===== src/rv32i_instruction_step_unit_defines.svh =====
`ifndef RV32I_INSTRUCTION_STEP_UNIT_DEFINES_SVH
`define RV32I_INSTRUCTION_STEP_UNIT_DEFINES_SVH

// condition holds at every edge out of reset
`define RVS_ASSERT_HOLDS(lbl, cond, msg) \
    lbl: assert property (@(posedge aclk) disable iff (!aresetn) (cond)) else $error(msg);

// consequent holds in the same cycle
`define RVS_ASSERT_IMPL(lbl, ante, cons, msg) \
    lbl: assert property (@(posedge aclk) disable iff (!aresetn) (ante) |-> (cons)) else $error(msg);

// consequent holds in the next cycle
`define RVS_ASSERT_NEXT(lbl, ante, cons, msg) \
    lbl: assert property (@(posedge aclk) disable iff (!aresetn) (ante) |=> (cons)) else $error(msg);

`endif


===== src/rvstep_pkg.sv =====
package rvstep_pkg;

    localparam int MEM_BYTES_DEFAULT = 65536;
    localparam logic [31:0] HALT_WORD_RESET = 32'h0ff00513;
    localparam int QUEUE_DEPTH = 2;

    localparam logic [6:0] OPC_LUI    = 7'b0110111;
    localparam logic [6:0] OPC_AUIPC  = 7'b0010111;
    localparam logic [6:0] OPC_JAL    = 7'b1101111;
    localparam logic [6:0] OPC_JALR   = 7'b1100111;
    localparam logic [6:0] OPC_BRANCH = 7'b1100011;
    localparam logic [6:0] OPC_LOAD   = 7'b0000011;
    localparam logic [6:0] OPC_STORE  = 7'b0100011;
    localparam logic [6:0] OPC_OPIMM  = 7'b0010011;
    localparam logic [6:0] OPC_OP     = 7'b0110011;
    localparam logic [6:0] F7_BASE    = 7'h00;
    localparam logic [6:0] F7_ALT     = 7'h20;

    typedef enum logic [2:0] {
        STS_OK       = 3'd0,
        STS_HALT     = 3'd1,
        STS_PC_RANGE = 3'd2,
        STS_ILLEGAL  = 3'd3,
        STS_ACCESS   = 3'd4,
        STS_MISALIGN = 3'd5,
        STS_STOPPED  = 3'd6
    } status_t;

    typedef enum logic [2:0] {
        S_CLEAR,
        S_IDLE,
        S_FETCH,
        S_EXEC,
        S_LOADWB
    } state_t;

    typedef struct packed {
        logic        is_step;
        logic [15:0] addr;
        logic [7:0]  data;
    } item_t;

    typedef struct packed {
        status_t     status;
        logic [31:0] pc_after;
        logic        reg_write;
        logic [4:0]  reg_index;
        logic [31:0] reg_value;
        logic [7:0]  exit_code;
    } res_t;

    function automatic logic [31:0] gather_bytes(input logic [1:0] lo, input logic [31:0] lanes);
        logic [31:0] v;
        logic [1:0]  l;
        v = '0;
        for (int k = 0; k < 4; k++) begin
            l = lo + 2'(k);
            v[8*k +: 8] = lanes[{l, 3'b000} +: 8];
        end
        return v;
    endfunction

endpackage


===== src/rvstep_front.sv =====
module rvstep_front (
    input  logic                aclk,
    input  logic                aresetn,
    input  logic                s_valid,
    output logic                s_ready,
    input  logic                s_req_type,
    input  logic [15:0]         s_load_addr,
    input  logic [7:0]          s_load_byte,
    input  logic                accept_en,
    output rvstep_pkg::item_t   item,
    output logic                item_valid,
    input  logic                item_pop
);
    import rvstep_pkg::*;

    localparam int QW = $clog2(QUEUE_DEPTH);

    item_t         q_reg [QUEUE_DEPTH];
    logic [QW-1:0] wr_ptr_reg, wr_ptr_next;
    logic [QW-1:0] rd_ptr_reg, rd_ptr_next;
    logic [QW:0]   count_reg, count_next;
    logic          push;
    logic          pop;

    assign s_ready    = accept_en && (count_reg < (QW+1)'(QUEUE_DEPTH));
    assign push       = s_valid && s_ready;
    assign item_valid = (count_reg != '0);
    assign pop        = item_pop && item_valid;
    assign item       = q_reg[rd_ptr_reg];

    always_comb begin
        wr_ptr_next = wr_ptr_reg;
        rd_ptr_next = rd_ptr_reg;
        count_next  = count_reg;
        if (push) begin
            wr_ptr_next = (wr_ptr_reg == QW'(QUEUE_DEPTH-1)) ? '0 : wr_ptr_reg + 1'b1;
        end
        if (pop) begin
            rd_ptr_next = (rd_ptr_reg == QW'(QUEUE_DEPTH-1)) ? '0 : rd_ptr_reg + 1'b1;
        end
        if (push && !pop) begin
            count_next = count_reg + 1'b1;
        end else if (pop && !push) begin
            count_next = count_reg - 1'b1;
        end
    end

    always_ff @(posedge aclk) begin
        if (!aresetn) begin
            wr_ptr_reg <= '0;
            rd_ptr_reg <= '0;
            count_reg  <= '0;
        end else begin
            wr_ptr_reg <= wr_ptr_next;
            rd_ptr_reg <= rd_ptr_next;
            count_reg  <= count_next;
        end
    end

    always_ff @(posedge aclk) begin
        if (push) begin
            q_reg[wr_ptr_reg] <= '{is_step: s_req_type, addr: s_load_addr, data: s_load_byte};
        end
    end
endmodule


===== config.mk =====
export PLATFORM = sky130hd
export DESIGN_NAME = rvstep_front
export DESIGN_NICKNAME = d
export VERILOG_FILES = /design/src/rv32i_instruction_step_unit_defines.svh /design/src/rvstep_pkg.sv /design/src/rvstep_front.sv
export SDC_FILE = /design/constraint.sdc
export NUM_CORES = 1
export LEC_CHECK = 0
export BUFFER_PORTS_ARGS = -buffer_cell sky130_fd_sc_hd__buf_4
export CAP_MARGIN = 0
export CORE_ASPECT_RATIO = 2
export CORE_MARGIN = 2
export CORE_UTILIZATION = 37
export DETAILED_ROUTE_END_ITERATION = 10
export GPL_TIMING_DRIVEN = 0
export PLACE_DENSITY_LB_ADDON = 0.2
export SETUP_SLACK_MARGIN = 0.02
export SLEW_MARGIN = 20
export SYNTH_ARGS = -nofsm -noshare
export SYNTH_HDL_FRONTEND = slang
export SYNTH_SLANG_ARGS = --single-unit

===== constraint.sdc =====
create_clock -name aclk -period 2.6 [get_ports aclk]
set_input_delay 0.39 -clock aclk [delete_from_list [all_inputs] [get_ports aclk]]
set_output_delay 0.39 -clock aclk [all_outputs]
set_load 0.01 [all_outputs]

=== After elaboration in Yosys (flattened, before gate mapping) ===
Memories as Yosys holds them, arrays and structs flattened. A register that Yosys moved wholly into a read port is not among the register bits.
Index checks and enable logic that the tools add are counted.

* Register bits: 4
* Memory bits (writable): 50
* Input bits: 30
* Output and inout bits: 27
* Memories kept: 1

{| class="wikitable"
|+ Memory list
! memory !! words !! width !! read ports !! clocked after Yosys merged registers in !! write ports !! RTL line !! source
|-
| q_reg || 2 || 25 || 1 || 1 || 1 || rvstep_front.sv:18 || <nowiki>item_t q_reg [QUEUE_DEPTH];</nowiki>
|}

* $add $sub $neg: 4
* $lt $le $gt $ge: 1
* Muxes and demuxes: 8
* Reduce and logical (&&, ||, !) cells: 9

{| class="wikitable"
|+ Operator list
! operator !! number
|-
| $mux 1 || 6
|-
| $logic_and 1x1->1 || 5
|-
| $mux 2 || 2
|-
| $reduce_bool 2->1 || 2
|-
| $add 1x1->1 const B || 2
|-
| $add 2x1->2 const B || 1
|-
| $logic_not 1->1 || 2
|-
| $lt 2x2->1 const B || 1
|-
| $sub 2x1->2 const B || 1
|}

=== Longest topological paths before layout ===
* Depth in word-level cells: 7
* Gate-level depth with buffers: 6
* Depth with buffers taken out: 6

=== Worst setup path after synthesis ===
OpenSTA, ideal clock, no wires.

* Path type: register -> register
* Start point: reg count_reg[1]
* End point: mem q_reg[0][0] (netlist name), enable pin
* Setup time: 0.408 ns
* Data arrival time: 1.610 ns
* Data required time: 2.192 ns
* Slack: 0.581 ns
* Stages on the path, launching flop included: 3
* Path buffers: 0
* Cell sequence: dfxtp_1 nand3b_1 nor2_1

* Cells in the longest elaborated chain, start to end: 5

{| class="wikitable"
|+ Ends and longest elaborated chain
! element !! RTL line !! source
|-
| start, declared || rvstep_front.sv:21 || <nowiki>logic [QW:0] count_reg, count_next;</nowiki>
|-
| start signal, assigned || rvstep_front.sv:56 || <nowiki>count_reg <= count_next;</nowiki>
|-
| $lt 2x2->1 || rvstep_front.sv:25 || <nowiki>assign s_ready = accept_en && (count_reg < (QW+1)'(QUEUE_DEPTH));</nowiki>
|-
| $logic_and 1x1->1 || rvstep_front.sv:25 ||
|-
| $logic_and 1x1->1 || rvstep_front.sv:26 || <nowiki>assign push = s_valid && s_ready;</nowiki>
|-
| $mux 1 || rvstep_front.sv:61 || <nowiki>if (push) begin</nowiki>
|-
| $mux 1 (not written as such) || rvstep_front.sv:62 || <nowiki>q_reg[wr_ptr_reg] <= '{is_step: s_req_type, addr: s_load_addr, data: s_load_byte};</nowiki>
|-
| end, declared || rvstep_front.sv:18 ||
|}

No other way between the ends.

==> out/summary.txt <==
Status: finished, final reports clean
Peak Freq: 502.2 MHz
Ports: 57
Setup-failing EPs final: 0
Max reg flops: 50
Number of port buffers: 56
Pre-Repair DR Iteration Count: 4
Synth area leaders: edfxtp_1, mux2_2, dfxtp_1, and2_1, xnor2_1
Post-route worst setup slack: 0.6086 ns
Gate Count Post-Synth: 102
Cell-internal power: 1726 µW
Most frequent cell after synthesis: edfxtp_1
CTS tree: done
Average via count per standard cell: 4.752
Pre-CTS setup slack: 0.8980 ns
Starting density of the core: 37.73%
Cell row count: 38
Total track usage: 12.55%
Routed WL per cell: 15.77 µm
Reg clk slew, reported paths: 0.10 ns
Yosys warning total: 0
Synth cell types: 19
Clk buf depth: 2
RSZ-0062 raised after global routing: false
Drt drc: 0
Slew headroom: 47.88%
Layout Nets: 196
Post-synthesis instance area: 2027 µm²
Clk network pwr share: 23.8%
Worst skew pair latency: 0.31 ns
Skew final: 0.01036 ns
First-pass GRT wire length: 5561 µm
Hold Crit Class: in2reg
Worst Hold Slack: 0.2590 ns
Full die area: 6122 µm²
GRT overflow: 0
Core Area: 5373 µm²
Filler instances: 477
Placed cell area: 2531 µm²
Final WL: 3565 µm
CP Class: reg2out
Switch share: 25.71%
Ys async rst share: 0%
Crit path to: item[17]
Yosys reg bits: 55
Max Slew Vio Count: 0
Resize count post-CTS: 0
Critical Path AT: 1.60 ns
Top-area cell type share of the netlist area: 74.07%
Leakage dissipation: 0.0009906 µW
Sequential element share of the synthesized area: 79.01%
Sink Count: 55
Worst Path Required: 2.21 ns
FF-to-FF End: q_reg[0][3]$_DFFE_PP_
Min Clock Period, post-route: 1.991 ns
Worst Setup Start Kind: flop
Initial antenna violation count: 0
Least-Margin Pin Slew: 0.7799 ns
Chip height: 108.7 µm
Final instance area: 2641 µm²
Max VDD drop: 805.3 µV
Sequential share of power: 47.4%
Critical Path Sink Type: output pin
Sw power: 597.3 µW
Layout cell share with drive strength beyond 1: 56.63%
Synth area leader: edfxtp_1
CTS buffer count: 5
Number of synthesized flops with an enable pin: 50
Worst r2r src: count_reg[1]$_SDFFE_PN0P_
Logic gate share of total power: 28.8%
Tcrit/Tclk final: 76.59%
Root buf cell: clkbuf_8
Most instantiated cells after synthesis: edfxtp_1, mux2_2, dfxtp_1
Largest net degree at the start of global routing: 27
Hold-fix buffers, CTS: 0
Worst r2r path cells: 2
H-tree Lvls: 2
Top FF cell, synth: edfxtp_1
Post-DRT Antenna Nets: 0
Final GP Congestion: 0.6940
Crit path max fanout: 10
Ant. Diodes: 0
Vias in the first global route: 1,184
Vias post-DR: 1,074
Setup bufs post-CTS: 0
Final hold vios: 0
Synthesized Nets: 133
Syn-to-layout area delta: 30.31%
Slack of the worst reg-to-reg path: 0.98 ns
Avg Synthesized Cell Area: 19.87 µm²
Number of max-cap violations: 0
Initial DRC count: 22
Dpl hpwl: 2459 µm
Power density over the cells: 879.7 nW/µm²
Die Span X: 56.34 µm
[power by group through the flow]
stage,combinational (µW),sequential [µW],clock [µW]
6_report,670,1100,553
5_1_grt,728,1110,602
4_1_cts,686,1100,571
3_5_place_dp,685,1120,0
3_3_place_gp,667,1110,0
2_1_floorplan,394,1110,0
[stage by stage]
| stage | total power (µW) | TNS, ns | cells | utilization (%) |
|---|---|---|---|---|
| after floorplan | 1502 | 0 | 102 | - |
| after global placement | 1781 | -1.310 | 218 | 46.95 |
| after detailed placement | 1806 | 0 | 218 | 47.11 |
| after CTS | 2359 | 0 | 226 | 49.16 |
| after global routing | 2441 | 0 | 226 | 49.16 |
| final | 2323 | 0 | 226 | 49.16 |
[placed cells by master, fill, tap and decap left out, types with 2 or more instances in the layout]
cell type  Yosys  layout
buf_4          0      56
edfxtp_1      50      50
mux2_2        25      25
dfxtp_1        5       5
clkbuf_8       0       5
and2_1         4       4
buf_2          3       3
xnor2_1        2       2
[how the worst min path moves through the flow]
stage                                   start                   endpoint  slack, ns  cells past startpoint
finish                        s_load_addr[14]     q_reg[1][22]$_DFFE_PP_       0.26                      1
global route                   s_load_addr[4]     q_reg[0][12]$_DFFE_PP_       0.24                      1
global placement    count_reg[1]$_SDFFE_PN0P_  count_reg[1]$_SDFFE_PN0P_       0.50                      2
detailed placement  count_reg[1]$_SDFFE_PN0P_  count_reg[1]$_SDFFE_PN0P_       0.53                      2
CTS                            s_load_byte[1]      q_reg[0][1]$_DFFE_PP_       0.25                      1
floorplan           count_reg[1]$_SDFFE_PN0P_  count_reg[1]$_SDFFE_PN0P_       0.49                      2
[worst max-delay path, cell delays in order (launching register included)]
cell	delay [ns]
dfxtp_1	0.31
buf_2	0.18
buf_2	0.28
mux2_2	0.37
buf_4	0.14
[area by class of cell]
cell class	count	area (µm²)	share of cell area, %
plain buffers	3	15.01	0.5685
multi-input cells	43	415.4	15.73
well taps	60	75.07	2.842
flip-flops and latches	55	1602	60.63
clock buffers	6	72.57	2.748
repair buffers	56	420.4	15.92
clock inverters	2	37.54	1.421
inverters	1	3.754	0.1421
[routing by layer]
metal	share of wire [%]	vias to the layer above	global-route usage, %	wire length [µm]
li1	-	513	-	-
met1	34	523	11.99	1212
met2	58	33	23.19	2085
met3	5.2	5	4.152	186
met4	2.2	0	6.633	80
met5	0	-	0	0
[kinds of logic (layout without fill, tap and decap cells)]
family	after synthesis	after routing	share of synthesized area [%]
flops	55	55	79.01
mux	25	25	13.89
simple gates	10	10	3.025
compound gates	4	4	1.234
buf+inv	4	68	0.9255
xor+xnor	3	3	1.297
fa+ha+maj	1	1	0.6172
Note: power is estimated with default switching activity, not from simulation.
